===== config.mk =====
export PLATFORM = sky130hd
export DESIGN_NAME = sliding_match_score_core
export DESIGN_NICKNAME = d
export VERILOG_FILES = /design/src/hdl/sms_pkg.sv /design/src/hdl/sliding_match_score_core.sv /design/src/hdl/sms_ctrl.sv /design/src/hdl/sms_datapath.sv
export SDC_FILE = /design/constraint.sdc
export NUM_CORES = 2
export LEC_CHECK = 0
export BUFFER_PORTS_ARGS = -buffer_cell sky130_fd_sc_hd__buf_4
export CAP_MARGIN = 20
export CORE_AREA = 2 2 327 297
export CTS_CLUSTER_DIAMETER = 40
export CTS_CLUSTER_SIZE = 8
export DETAILED_ROUTE_END_ITERATION = 8
export DIE_AREA = 0 0 329 299
export GPL_TIMING_DRIVEN = 0
export PLACE_DENSITY = 0.66
export RECOVER_POWER = 100
export SYNTH_ARGS = -nofsm -noshare
export SYNTH_HDL_FRONTEND = slang
export SYNTH_SLANG_ARGS = --single-unit

===== constraint.sdc =====
create_clock -name clk -period 10.5 [get_ports clk]
set_clock_uncertainty 0.2 [all_clocks]
set_input_delay 3.15 -clock clk [delete_from_list [all_inputs] [get_ports clk]]
set_output_delay 3.15 -clock clk [all_outputs]
set_load 0.005 [all_outputs]

===== src/hdl/sms_pkg.sv =====
`default_nettype none

package sms_pkg;

    localparam int MAX_LEN_DEF = 64;

    localparam int SYM_W  = 8;
    localparam int CLW    = 7;
    localparam int FRAC_W = 16;
    localparam int SCORE_W = FRAC_W + 1;

    localparam logic [1:0] ACT_FIRST   = 2'd0;
    localparam logic [1:0] ACT_SECOND  = 2'd1;
    localparam logic [1:0] ACT_COMPUTE = 2'd2;

    localparam logic [1:0] REG_COMPLETE_LENGTH = 2'd0;
    localparam logic [1:0] REG_PAD_CODE        = 2'd1;

    typedef struct packed {
        logic load_first;
        logic load_second;
        logic init;
        logic step;
        logic div_init;
        logic div_step;
        logic finish;
    } sms_cmd_t;

    typedef struct packed {
        logic empty;
        logic diag_end;
        logic last_shift;
        logic div_last;
        logic res_pending;
    } sms_status_t;

endpackage

`default_nettype wire


===== src/hdl/sliding_match_score_core.sv =====
`default_nettype none

// Channel   Handshake                 Payload
// request   req_valid / req_stall     action, symbol
// result    res_valid / res_stall     best_matches, score, short_warning, overflowed
// config    cfg_valid / cfg_ready     cfg_index, cfg_data
//
// A load request is taken whenever the core is idle, also while a result waits.
// A compute request holds the request channel until its result is written: each
// overlapping symbol pair of the two sequences is read from memory and then
// compared, and the score takes a 16-step divider.
// A compute request stalls while an earlier result has not been taken.
// Reset empties both sequences, sets complete_length to 1 and pad_code to 0.

module sliding_match_score_core import sms_pkg::*;
#(
    parameter int MAX_LEN = MAX_LEN_DEF
)
(
    input  wire logic                clk,
    input  wire logic                rst_n,
    input  wire logic                req_valid,
    output logic                     req_stall,
    input  wire logic [1:0]          action,
    input  wire logic [SYM_W-1:0]    symbol,
    output logic                     res_valid,
    input  wire logic                res_stall,
    output logic [CLW-1:0]           best_matches,
    output logic [SCORE_W-1:0]       score,
    output logic                     short_warning,
    output logic                     overflowed,
    input  wire logic                cfg_valid,
    output logic                     cfg_ready,
    input  wire logic [1:0]          cfg_index,
    input  wire logic [SYM_W-1:0]    cfg_data
);

    sms_cmd_t    cmd;
    sms_status_t status;

    assign cfg_ready = 1'b1;

    sms_ctrl u_ctrl (
        .clk       (clk),
        .rst_n     (rst_n),
        .req_valid (req_valid),
        .action    (action),
        .status    (status),
        .cmd       (cmd),
        .req_stall (req_stall)
    );

    sms_datapath #(
        .MAX_LEN (MAX_LEN)
    ) u_datapath (
        .clk           (clk),
        .rst_n         (rst_n),
        .cmd           (cmd),
        .status        (status),
        .symbol        (symbol),
        .cfg_we        (cfg_valid && cfg_ready),
        .cfg_index     (cfg_index),
        .cfg_data      (cfg_data),
        .res_valid     (res_valid),
        .res_stall     (res_stall),
        .best_matches  (best_matches),
        .score         (score),
        .short_warning (short_warning),
        .overflowed    (overflowed)
    );

endmodule

`default_nettype wire


===== src/hdl/sms_ctrl.sv =====
`default_nettype none

module sms_ctrl import sms_pkg::*;
(
    input  wire logic        clk,
    input  wire logic        rst_n,
    input  wire logic        req_valid,
    input  wire logic [1:0]  action,
    input  wire sms_status_t status,
    output sms_cmd_t         cmd,
    output logic             req_stall
);

    localparam logic [2:0] S_IDLE = 3'd0;
    localparam logic [2:0] S_READ = 3'd1;
    localparam logic [2:0] S_CMP  = 3'd2;
    localparam logic [2:0] S_DSET = 3'd3;
    localparam logic [2:0] S_DIV  = 3'd4;
    localparam logic [2:0] S_DONE = 3'd5;

    logic [2:0] state_reg;
    logic [2:0] state_next;
    logic       accept;

    assign req_stall = (state_reg != S_IDLE)
                    || (status.res_pending && (action == ACT_COMPUTE));
    assign accept = req_valid && !req_stall;

    always_comb
    begin
        cmd = '0;
        state_next = state_reg;
        case (state_reg)
            S_IDLE:
            begin
                if (accept && (action == ACT_FIRST))
                begin
                    cmd.load_first = 1'b1;
                end
                if (accept && (action == ACT_SECOND))
                begin
                    cmd.load_second = 1'b1;
                end
                if (accept && (action == ACT_COMPUTE))
                begin
                    cmd.init = 1'b1;
                    state_next = status.empty ? S_DSET : S_READ;
                end
            end
            S_READ:
            begin
                state_next = S_CMP;
            end
            S_CMP:
            begin
                cmd.step = 1'b1;
                if (status.diag_end && status.last_shift)
                begin
                    state_next = S_DSET;
                end
                else
                begin
                    state_next = S_READ;
                end
            end
            S_DSET:
            begin
                cmd.div_init = 1'b1;
                state_next = S_DIV;
            end
            S_DIV:
            begin
                cmd.div_step = 1'b1;
                if (status.div_last)
                begin
                    state_next = S_DONE;
                end
            end
            S_DONE:
            begin
                cmd.finish = 1'b1;
                state_next = S_IDLE;
            end
            default:
            begin
                state_next = S_IDLE;
            end
        endcase
    end

    always_ff @(posedge clk or negedge rst_n)
    begin
        if (!rst_n)
        begin
            state_reg <= S_IDLE;
        end
        else
        begin
            state_reg <= state_next;
        end
    end

endmodule

`default_nettype wire


===== src/hdl/sms_datapath.sv =====
`default_nettype none

module sms_datapath import sms_pkg::*;
#(
    parameter int MAX_LEN = MAX_LEN_DEF
)
(
    input  wire logic                clk,
    input  wire logic                rst_n,
    input  wire sms_cmd_t            cmd,
    output sms_status_t              status,
    input  wire logic [SYM_W-1:0]    symbol,
    input  wire logic                cfg_we,
    input  wire logic [1:0]          cfg_index,
    input  wire logic [SYM_W-1:0]    cfg_data,
    output logic                     res_valid,
    input  wire logic                res_stall,
    output logic [CLW-1:0]           best_matches,
    output logic [SCORE_W-1:0]       score,
    output logic                     short_warning,
    output logic                     overflowed
);

    localparam int AW = $clog2(MAX_LEN);
    localparam int CW = $clog2(MAX_LEN + 1);
    localparam int SW = CW + 1;
    localparam int MW = (CW > CLW) ? CW : CLW;
    localparam int DCW = $clog2(FRAC_W);

    logic [SYM_W-1:0] first_mem [MAX_LEN];
    logic [SYM_W-1:0] second_mem [MAX_LEN];
    logic [SYM_W-1:0] first_q_reg;
    logic [SYM_W-1:0] second_q_reg;

    logic [CLW-1:0]   complete_length_reg, complete_length_next;
    logic [SYM_W-1:0] pad_code_reg, pad_code_next;
    logic [CW-1:0]    first_count_reg, first_count_next;
    logic [CW-1:0]    second_count_reg, second_count_next;
    logic             dropped_reg, dropped_next;
    logic             res_valid_reg, res_valid_next;

    logic             swap_reg, swap_next;
    logic [CW-1:0]    ns_reg, ns_next;
    logic [CW-1:0]    nl_reg, nl_next;
    logic [SW-1:0]    shift_reg, shift_next;
    logic [AW-1:0]    k_reg, k_next;
    logic [AW-1:0]    p_reg, p_next;
    logic [CW-1:0]    hits_reg, hits_next;
    logic [CW-1:0]    best_reg, best_next;
    logic             full_reg, full_next;
    logic [CLW-1:0]   rem_reg, rem_next;
    logic [FRAC_W-1:0] quo_reg, quo_next;
    logic [DCW-1:0]   div_cnt_reg, div_cnt_next;

    logic [CLW-1:0]     best_out_reg, best_out_next;
    logic [SCORE_W-1:0] score_reg, score_next;
    logic               warn_reg, warn_next;
    logic               ovf_reg, ovf_next;

    logic             wr_first;
    logic             wr_second;
    logic [AW-1:0]    first_addr;
    logic [AW-1:0]    second_addr;
    logic [CLW-1:0]   cl_eff;
    logic [CW-1:0]    hits_inc;
    logic [SW-1:0]    shift_inc;
    logic [CW-1:0]    ns_sel;
    logic [CLW:0]     rem_dbl;
    logic             diag_end;
    logic             last_shift;

    assign cl_eff = (complete_length_reg == '0) ? CLW'(1) : complete_length_reg;
    assign first_addr  = swap_reg ? p_reg : k_reg;
    assign second_addr = swap_reg ? k_reg : p_reg;
    assign hits_inc = hits_reg + CW'(first_q_reg == second_q_reg);
    assign shift_inc = shift_reg + SW'(1);
    assign ns_sel = (first_count_reg > second_count_reg) ? second_count_reg : first_count_reg;
    assign rem_dbl = {rem_reg, 1'b0};
    assign diag_end = ((CW'(k_reg) + CW'(1)) == ns_reg) || ((CW'(p_reg) + CW'(1)) == nl_reg);
    assign last_shift = (shift_reg + SW'(2)) >= (SW'(ns_reg) + SW'(nl_reg));

    assign wr_first  = cmd.load_first && (symbol != pad_code_reg)
                    && (first_count_reg != CW'(MAX_LEN));
    assign wr_second = cmd.load_second && (symbol != pad_code_reg)
                    && (second_count_reg != CW'(MAX_LEN));

    assign status.empty = (first_count_reg == '0) || (second_count_reg == '0);
    assign status.diag_end = diag_end;
    assign status.last_shift = last_shift;
    assign status.div_last = (div_cnt_reg == DCW'(FRAC_W - 1));
    assign status.res_pending = res_valid_reg;

    assign res_valid = res_valid_reg;
    assign best_matches = best_out_reg;
    assign score = score_reg;
    assign short_warning = warn_reg;
    assign overflowed = ovf_reg;

    always_comb
    begin
        complete_length_next = complete_length_reg;
        pad_code_next = pad_code_reg;
        first_count_next = first_count_reg;
        second_count_next = second_count_reg;
        dropped_next = dropped_reg;
        res_valid_next = res_valid_reg;
        swap_next = swap_reg;
        ns_next = ns_reg;
        nl_next = nl_reg;
        shift_next = shift_reg;
        k_next = k_reg;
        p_next = p_reg;
        hits_next = hits_reg;
        best_next = best_reg;
        full_next = full_reg;
        rem_next = rem_reg;
        quo_next = quo_reg;
        div_cnt_next = div_cnt_reg;
        best_out_next = best_out_reg;
        score_next = score_reg;
        warn_next = warn_reg;
        ovf_next = ovf_reg;

        if (cfg_we)
        begin
            case (cfg_index)
                REG_COMPLETE_LENGTH: complete_length_next = cfg_data[CLW-1:0];
                REG_PAD_CODE:        pad_code_next = cfg_data;
                default:             ;
            endcase
        end

        if (cmd.load_first && (symbol != pad_code_reg))
        begin
            if (wr_first)
            begin
                first_count_next = first_count_reg + CW'(1);
            end
            else
            begin
                dropped_next = 1'b1;
            end
        end

        if (cmd.load_second && (symbol != pad_code_reg))
        begin
            if (wr_second)
            begin
                second_count_next = second_count_reg + CW'(1);
            end
            else
            begin
                dropped_next = 1'b1;
            end
        end

        if (cmd.init)
        begin
            swap_next = first_count_reg > second_count_reg;
            ns_next = ns_sel;
            nl_next = (first_count_reg > second_count_reg) ? first_count_reg
                                                           : second_count_reg;
            shift_next = '0;
            k_next = AW'(ns_sel - CW'(1));
            p_next = '0;
            hits_next = '0;
            best_next = '0;
        end

        if (cmd.step)
        begin
            if (!diag_end)
            begin
                k_next = k_reg + AW'(1);
                p_next = p_reg + AW'(1);
                hits_next = hits_inc;
            end
            else
            begin
                if (hits_inc > best_reg)
                begin
                    best_next = hits_inc;
                end
                hits_next = '0;
                shift_next = shift_inc;
                if (shift_inc < SW'(ns_reg))
                begin
                    k_next = AW'(SW'(ns_reg) - SW'(1) - shift_inc);
                    p_next = '0;
                end
                else
                begin
                    k_next = '0;
                    p_next = AW'(shift_inc - (SW'(ns_reg) - SW'(1)));
                end
            end
        end

        if (cmd.div_init)
        begin
            full_next = MW'(best_reg) >= MW'(cl_eff);
            rem_next = (MW'(best_reg) >= MW'(cl_eff)) ? '0 : CLW'(best_reg);
            quo_next = '0;
            div_cnt_next = '0;
        end

        if (cmd.div_step)
        begin
            if (rem_dbl >= {1'b0, cl_eff})
            begin
                rem_next = CLW'(rem_dbl - {1'b0, cl_eff});
                quo_next = {quo_reg[FRAC_W-2:0], 1'b1};
            end
            else
            begin
                rem_next = CLW'(rem_dbl);
                quo_next = {quo_reg[FRAC_W-2:0], 1'b0};
            end
            div_cnt_next = div_cnt_reg + DCW'(1);
        end

        if (res_valid_reg && !res_stall)
        begin
            res_valid_next = 1'b0;
        end

        if (cmd.finish)
        begin
            best_out_next = CLW'(best_reg);
            score_next = full_reg ? {1'b1, {FRAC_W{1'b0}}} : {1'b0, quo_reg};
            warn_next = MW'(ns_reg) < MW'(cl_eff);
            ovf_next = dropped_reg;
            first_count_next = '0;
            second_count_next = '0;
            dropped_next = 1'b0;
            res_valid_next = 1'b1;
        end
    end

    always_ff @(posedge clk or negedge rst_n)
    begin
        if (!rst_n)
        begin
            complete_length_reg <= CLW'(1);
            pad_code_reg <= '0;
            first_count_reg <= '0;
            second_count_reg <= '0;
            dropped_reg <= 1'b0;
            res_valid_reg <= 1'b0;
        end
        else
        begin
            complete_length_reg <= complete_length_next;
            pad_code_reg <= pad_code_next;
            first_count_reg <= first_count_next;
            second_count_reg <= second_count_next;
            dropped_reg <= dropped_next;
            res_valid_reg <= res_valid_next;
        end
    end

    always_ff @(posedge clk)
    begin
        swap_reg <= swap_next;
        ns_reg <= ns_next;
        nl_reg <= nl_next;
        shift_reg <= shift_next;
        k_reg <= k_next;
        p_reg <= p_next;
        hits_reg <= hits_next;
        best_reg <= best_next;
        full_reg <= full_next;
        rem_reg <= rem_next;
        quo_reg <= quo_next;
        div_cnt_reg <= div_cnt_next;
        best_out_reg <= best_out_next;
        score_reg <= score_next;
        warn_reg <= warn_next;
        ovf_reg <= ovf_next;
    end

    always_ff @(posedge clk)
    begin
        if (wr_first)
        begin
            first_mem[first_count_reg[AW-1:0]] <= symbol;
        end
        first_q_reg <= first_mem[first_addr];
    end

    always_ff @(posedge clk)
    begin
        if (wr_second)
        begin
            second_mem[second_count_reg[AW-1:0]] <= symbol;
        end
        second_q_reg <= second_mem[second_addr];
    end

    a_count_bound: assert property (@(posedge clk) disable iff (!rst_n)
        (first_count_reg <= CW'(MAX_LEN)) && (second_count_reg <= CW'(MAX_LEN)))
        else $error("sequence length beyond store size");

    a_walk_in_overlap: assert property (@(posedge clk) disable iff (!rst_n)
        cmd.step |-> ((CW'(k_reg) < ns_reg) && (CW'(p_reg) < nl_reg)))
        else $error("walk left the overlap");

    a_rem_below_divisor: assert property (@(posedge clk) disable iff (!rst_n)
        cmd.div_step |-> (rem_reg < cl_eff))
        else $error("division remainder out of range");

    a_result_from_finish: assert property (@(posedge clk) disable iff (!rst_n)
        $rose(res_valid_reg) |-> $past(cmd.finish))
        else $error("result raised without a finished compute");

    a_clear_after_finish: assert property (@(posedge clk) disable iff (!rst_n)
        cmd.finish |=> ((first_count_reg == '0) && (second_count_reg == '0)
                        && !dropped_reg && (score_reg <= {1'b1, {FRAC_W{1'b0}}})))
        else $error("state not cleared after compute");

endmodule

`default_nettype wire

Word-level counts from Yosys, hierarchy flattened
Memories as Yosys holds them, arrays and structs flattened. A register that Yosys moved wholly into a read port is not among the register bits.
Index checks and enable logic that the tools add are counted.

storage, ports and cells
  memories = 2
  bits in writable memories = 1024
  word-level logic and storage cells = 164
  output and inout bits = 29
  flip-flop bits (word level) = 137
  input port bits = 25

memory list
  memory                 depth  width  rd ports  clocked after Yosys merged registers in  wr ports  RTL line            text
  u_datapath.first_mem   64     8      1         1                                        1         sms_datapath.sv:30  logic [SYM_W-1:0] first_mem [MAX_LEN];
  u_datapath.second_mem  64     8      1         1                                        1         sms_datapath.sv:31  logic [SYM_W-1:0] second_mem [MAX_LEN];

cells by class
  order comparisons = 7
  equality and inequality tests = 17
  add/subtract/negate cells = 16
  muxes and demuxes = 63
  reduce and logical (&&, ||, !) cells = 35

operators with widths
  operator             count
  $mux 7               20
  $mux 6               10
  $mux 16              2
  $mux 8               3
  $logic_not 7->1      3
  $mux 1               19
  $mux 17              1
  $pmux 3 s5           1
  $add 6x1->7 const B  2
  $add 7x1->7 const B  2
  $eq 7x7->1           2
  $gt 7x7->1           2
  $ne 7x7->1 const B   2
  $reduce_bool 2->1    7
  $add 6x1->6 const B  2
  $sub 6x1->6 const B  2
  $sub 6x6->6          2
  $logic_and 1x1->1    11
  $reduce_and 2->1     5
  $mux 3               3
  $add 7x7->8          1
  $add 8x1->8 const B  1
  $add 8x2->8 const B  1
  $eq 8x8->1           1
  24 further kinds     33

Logic depth before layout (Yosys ltp)
  depth after elaboration = 15
  gate-level depth with buffers = 16

By module
From an unflattened synthesis, not the netlist that was laid out.

second synthesis, totals
  cells, all modules = 2603
  area total of the unflattened synthesis = 48373.9 µm²

modules (own cells, without submodules)
  module                    seq. area each (µm²)  cells each  instances  area each (µm²)
  sms_datapath              34789.6               2575        1          48117.4
  sms_ctrl                  75.1                  26          1          245.2
  sliding_match_score_core  0.0                   2           1          11.3

Worst setup path before layout
OpenSTA, ideal clock, no wires.

  path kind = input to output
  start = input action[1]
  end = output req_stall
  cell stages on the path = 3
  data arrival time = 3415 ps
  slack = 3735 ps
  data required time = 7150 ps
  path buffers = 0
  cells stage by stage = nor2b_1 -> nand2_1 -> nand2_1

between the ends
  longest elaborated chain between the ends = 3

ends and longest elaborated chain
  item                RTL line                        text
  start: declaration  sliding_match_score_core.sv:24  input wire logic [1:0] action,
  $eq 2x2->1          sms_ctrl.sv:26                  || (status.res_pending && (action == ACT_COMPUTE));
  $logic_and 1x1->1   sms_ctrl.sv:26
  $logic_or 1x1->1    sms_ctrl.sv:26
  end: declaration    sliding_match_score_core.sv:23  output logic req_stall,

No other way between the ends.

Worst setup path in the final report
  start = input symbol[2]
  end = memory u_datapath.first_mem[13][0] (enable)

between the ends
  longest elaborated chain between the ends = 5

ends and longest elaborated chain
  item                          RTL line                        text
  start: declaration            sliding_match_score_core.sv:25  input wire logic [SYM_W-1:0] symbol,
  $ne 8x8->1                    sms_datapath.sv:82              assign wr_first = cmd.load_first && (symbol != pad_code_reg)
  $logic_and 1x1->1             sms_datapath.sv:82
  $logic_and 1x1->1             sms_datapath.sv:83              && (first_count_reg != CW'(MAX_LEN));
  $mux 1                        sms_datapath.sv:284             if (wr_first)
  $mux 1 (implied by the code)  sms_datapath.sv:286             first_mem[first_count_reg[AW-1:0]] <= symbol;
  end: declaration              sms_datapath.sv:30

No other way between the ends.

==> metrics.md <==
| Metric | Value |
|---|---|
| Drt wl/cell | ~27 µm |
| CTS clk-pin slew, worst paths | 0.05 ns |
| Synthesis Warnings | 0 |
| Final Hold Viols | 0 |
| Hold_buf cts | 0 |
| Die ar. | between 90000 and 100000 µm² |
| Synth area leaders | edfxtp_1, mux4_2, ha_1 |
| Depth of the most critical reg-to-reg path | 8 |
| Final Max Slew Viols | 574 |
| Syn avg cell area | 18.6 µm² |
| Switching power total | roughly 4.5 mW |
| Routed Antenna Nets | 0 |
| Io pins | 54 |
| Final Setup Violations | 0 |
| Netlist cell types | 70 |
| Worst hold path type | reg -> reg |
| CP Max Fanout | between 80 and 90 |
| Total length of routed wires | between 100000 and 150000 µm |
| Crit start category | primary input |
| Slew headroom | -187% |
| Sequential share of power | 37.7% |
| Seq/Total Area, Yosys | just over 70% |
| Syn_nets | around 2700 |
| Post-CTS sizing | 0 |
| Most common cell in the netlist | edfxtp_1 |
| CTS Buffer Depth | 3 |
| Register bit total from synthesis | 1177 |
| Worst-Margin Slew | 4.30 ns |
| R2R Path End | u_datapath.second_q_reg[3] |
| Layout area overhead | 14.9% |
| Failing checks | capacitance limit, slew limit |
| Internal | 10.2 mW |
| Period utilization | 81.4% |
| Synth async-reset ratio | a little under 3% |
| Fin Setup TNS | 0 ns |
| Critical Path RT | roughly 11 ns |
| CTS sink count | 1177 |
| Syn Inst Count | ~2600 |
| Global router's overall resource usage | between 20% and 30% |
| Core ar. | 95300 µm² |
| Power density over the cells | 265 nW/µm² |
| RSZ-0062 raised after global routing | false |
| Grt ovf | 0 |
| Vias | 25471 |
| Predominant post-synthesis flop cell | edfxtp_1 |
| Util after Layout | 58.1% |
| Diode count | 0 |
| Outcome | finished with violations |
| Worst r2r src | u_datapath.swap_reg |
| H-tree depth | 4 |
| P_leak | 18.4 nW |
| TritonRoute pass-1 iters | 5 |
| Critical path launch point | symbol[2] |
| Root Driver | clkbuf_16 |
| Fmax | 0.117 GHz |
| Max_cap viols | 11 |
| First-pass GRT wire length | roughly 170000 µm |
| Initial core utilization | 50.5% |
| DP Wirelength | about 72000 µm |
| Worst EP arrival | 8.73 ns |
| Share of layout cells above drive strength 1 | about a fifth |
| Largest net degree at the start of global routing | 93 |
| Share of the synthesized area in the top cell type | around 70% |
| Row Count | 108 |
| Number of buffer cells added on primary ports | 52 |
| Post-CTS Setup Bufs | 0 |
| Post-DR vias/cell | 6.12 |
| Setup CP Type | in -> reg |
| Vias in the first global route | 26174 |
| Power, Total | 14.7 mW |
| CP endpoint | u_datapath.first_mem[13][0] |
| EDFF count, synth | 1112 |
| Die Y | 299 µm |
| DRC marker count from the first detailed-route iteration | 2683 |
| DRC | 0 |
| CP endpoint kind | flip-flop |
| Post-synth top area cell | edfxtp_1 |
| Combinational cell fraction of total power | 27.2% |
| Commonest cells in the netlist | edfxtp_1, mux4_2, nor2_1 |
| CTS tree | yes |
| Die X | 329 µm |
| Clock network power share | 35.1% |
| Minimum clock period | between 8 and 9 ns |
| Post-Syn Area | 48100 µm² |
| Nets | about 2900 |
| Max IR drop VDD | 157 µV |
| Setup slack, reg-to-reg | about 5.3 ns |
| Total CTS buffers | 175 |
| Clk_lat worst skew | 0.78 ns |
| Sw Share | a little under a third |
| Initial antenna violation count | 0 |
| GPL Wtd Cong | 0.866 |
[worst min path at each step]
stage	startpoint	endpoint	slack, ns	depth (start not counted)
after global routing	u_datapath.dropped_reg	u_datapath.overflowed	0.26	0
after CTS	u_datapath.dropped_reg	u_datapath.overflowed	0.25	0
after global placement	u_datapath.dropped_reg	u_datapath.overflowed	0.23	0
final	u_datapath.dropped_reg	u_datapath.overflowed	0.25	0
after detailed placement	u_datapath.dropped_reg	u_datapath.overflowed	0.24	0
after floorplan	u_datapath.dropped_reg	u_datapath.overflowed	0.22	0
[per-stage QoR]
step	instance area, µm²	setup WS [ns]	hold slack [ns]	instances
global route	55300	1.73	0.261	4165
global placement	50100	2.48	0.232	3900
finish	55300	1.95	0.249	4165
detailed placement	50300	2.47	0.237	3909
floorplan	48100	3.73	0.216	2583
CTS	55500	3.28	0.247	4165
[kinds of logic after synthesis]
kind of cell,after synthesis,synth area share [%]
muxes,298,12.9
buffers and inverters,190,1.69
xor gates and xnor gates,90,1.75
other,1,0.00779
adders and majority gates,83,2.22
and+or+nand+nor,438,4.23
AOI/OAI and AO/OA,306,4.75
DFF,1177,72.4
[layout make-up]
cell class              count  area [µm²]
fillers                  6926       40000
multi-input cells        1216       12400
clock buffers             223        4620
plain buffers             123         546
well taps                1265        1580
clock inverters            33         512
inverters                  67         251
repair buffers             61         513
flip-flops and latches   1177       34900
[cell usage in the layout, fill, tap and decap left out, types with 21 or more instances in the layout]
cell and n:
clkbuf_16 176, a21oi_1 30, a22oi_1 51, buf_2 31, clkbuf_4 30, nor2_1 191, edfxtp_1 1112, inv_1 63
dfxtp_1 31, o21ai_0 53, nand2_1 84, xor2_1 39, a221oi_1 32, nand3_1 43, dfrtp_1 33, nor2b_1 22
clkbuf_1 132, ha_1 79, mux4_2 256, mux2i_1 21, xnor2_1 47, a22o_1 49
[power groups by stage]
stage	Sequential [mW]	Combinational (mW)	Clock, mW
finish	5.52	3.99	5.14
global route	5.54	4.26	5.42
CTS	5.51	4.00	5.21
detailed placement	5.60	3.98	0
global placement	5.60	3.89	0
floorplan	5.55	2.71	0
[metal layers]
layer / vias up / wire length (µm) / share of wire (%) / global-route usage, %
li1: 10927 / - / - / -
met1: 13179 / 46800 / 42 / 32.4
met2: 1155 / 52800 / 47 / 35.6
met3: 210 / 9960 / 8.8 / 6.15
met4: 0 / 2970 / 2.6 / 7.63
met5: - / 0 / 0 / 0
[worst max-delay path, stage by stage]
cell	delay (ns)
clkbuf_1	1.78
buf_16	0.34
xor2_1	0.19
nor4_1	0.11
a21o_1	0.19
nor3_1	0.55
clkbuf_1	0.40
nand4_1	0.83
nor2_1	1.03
Power figures use the tool's default switching activity.
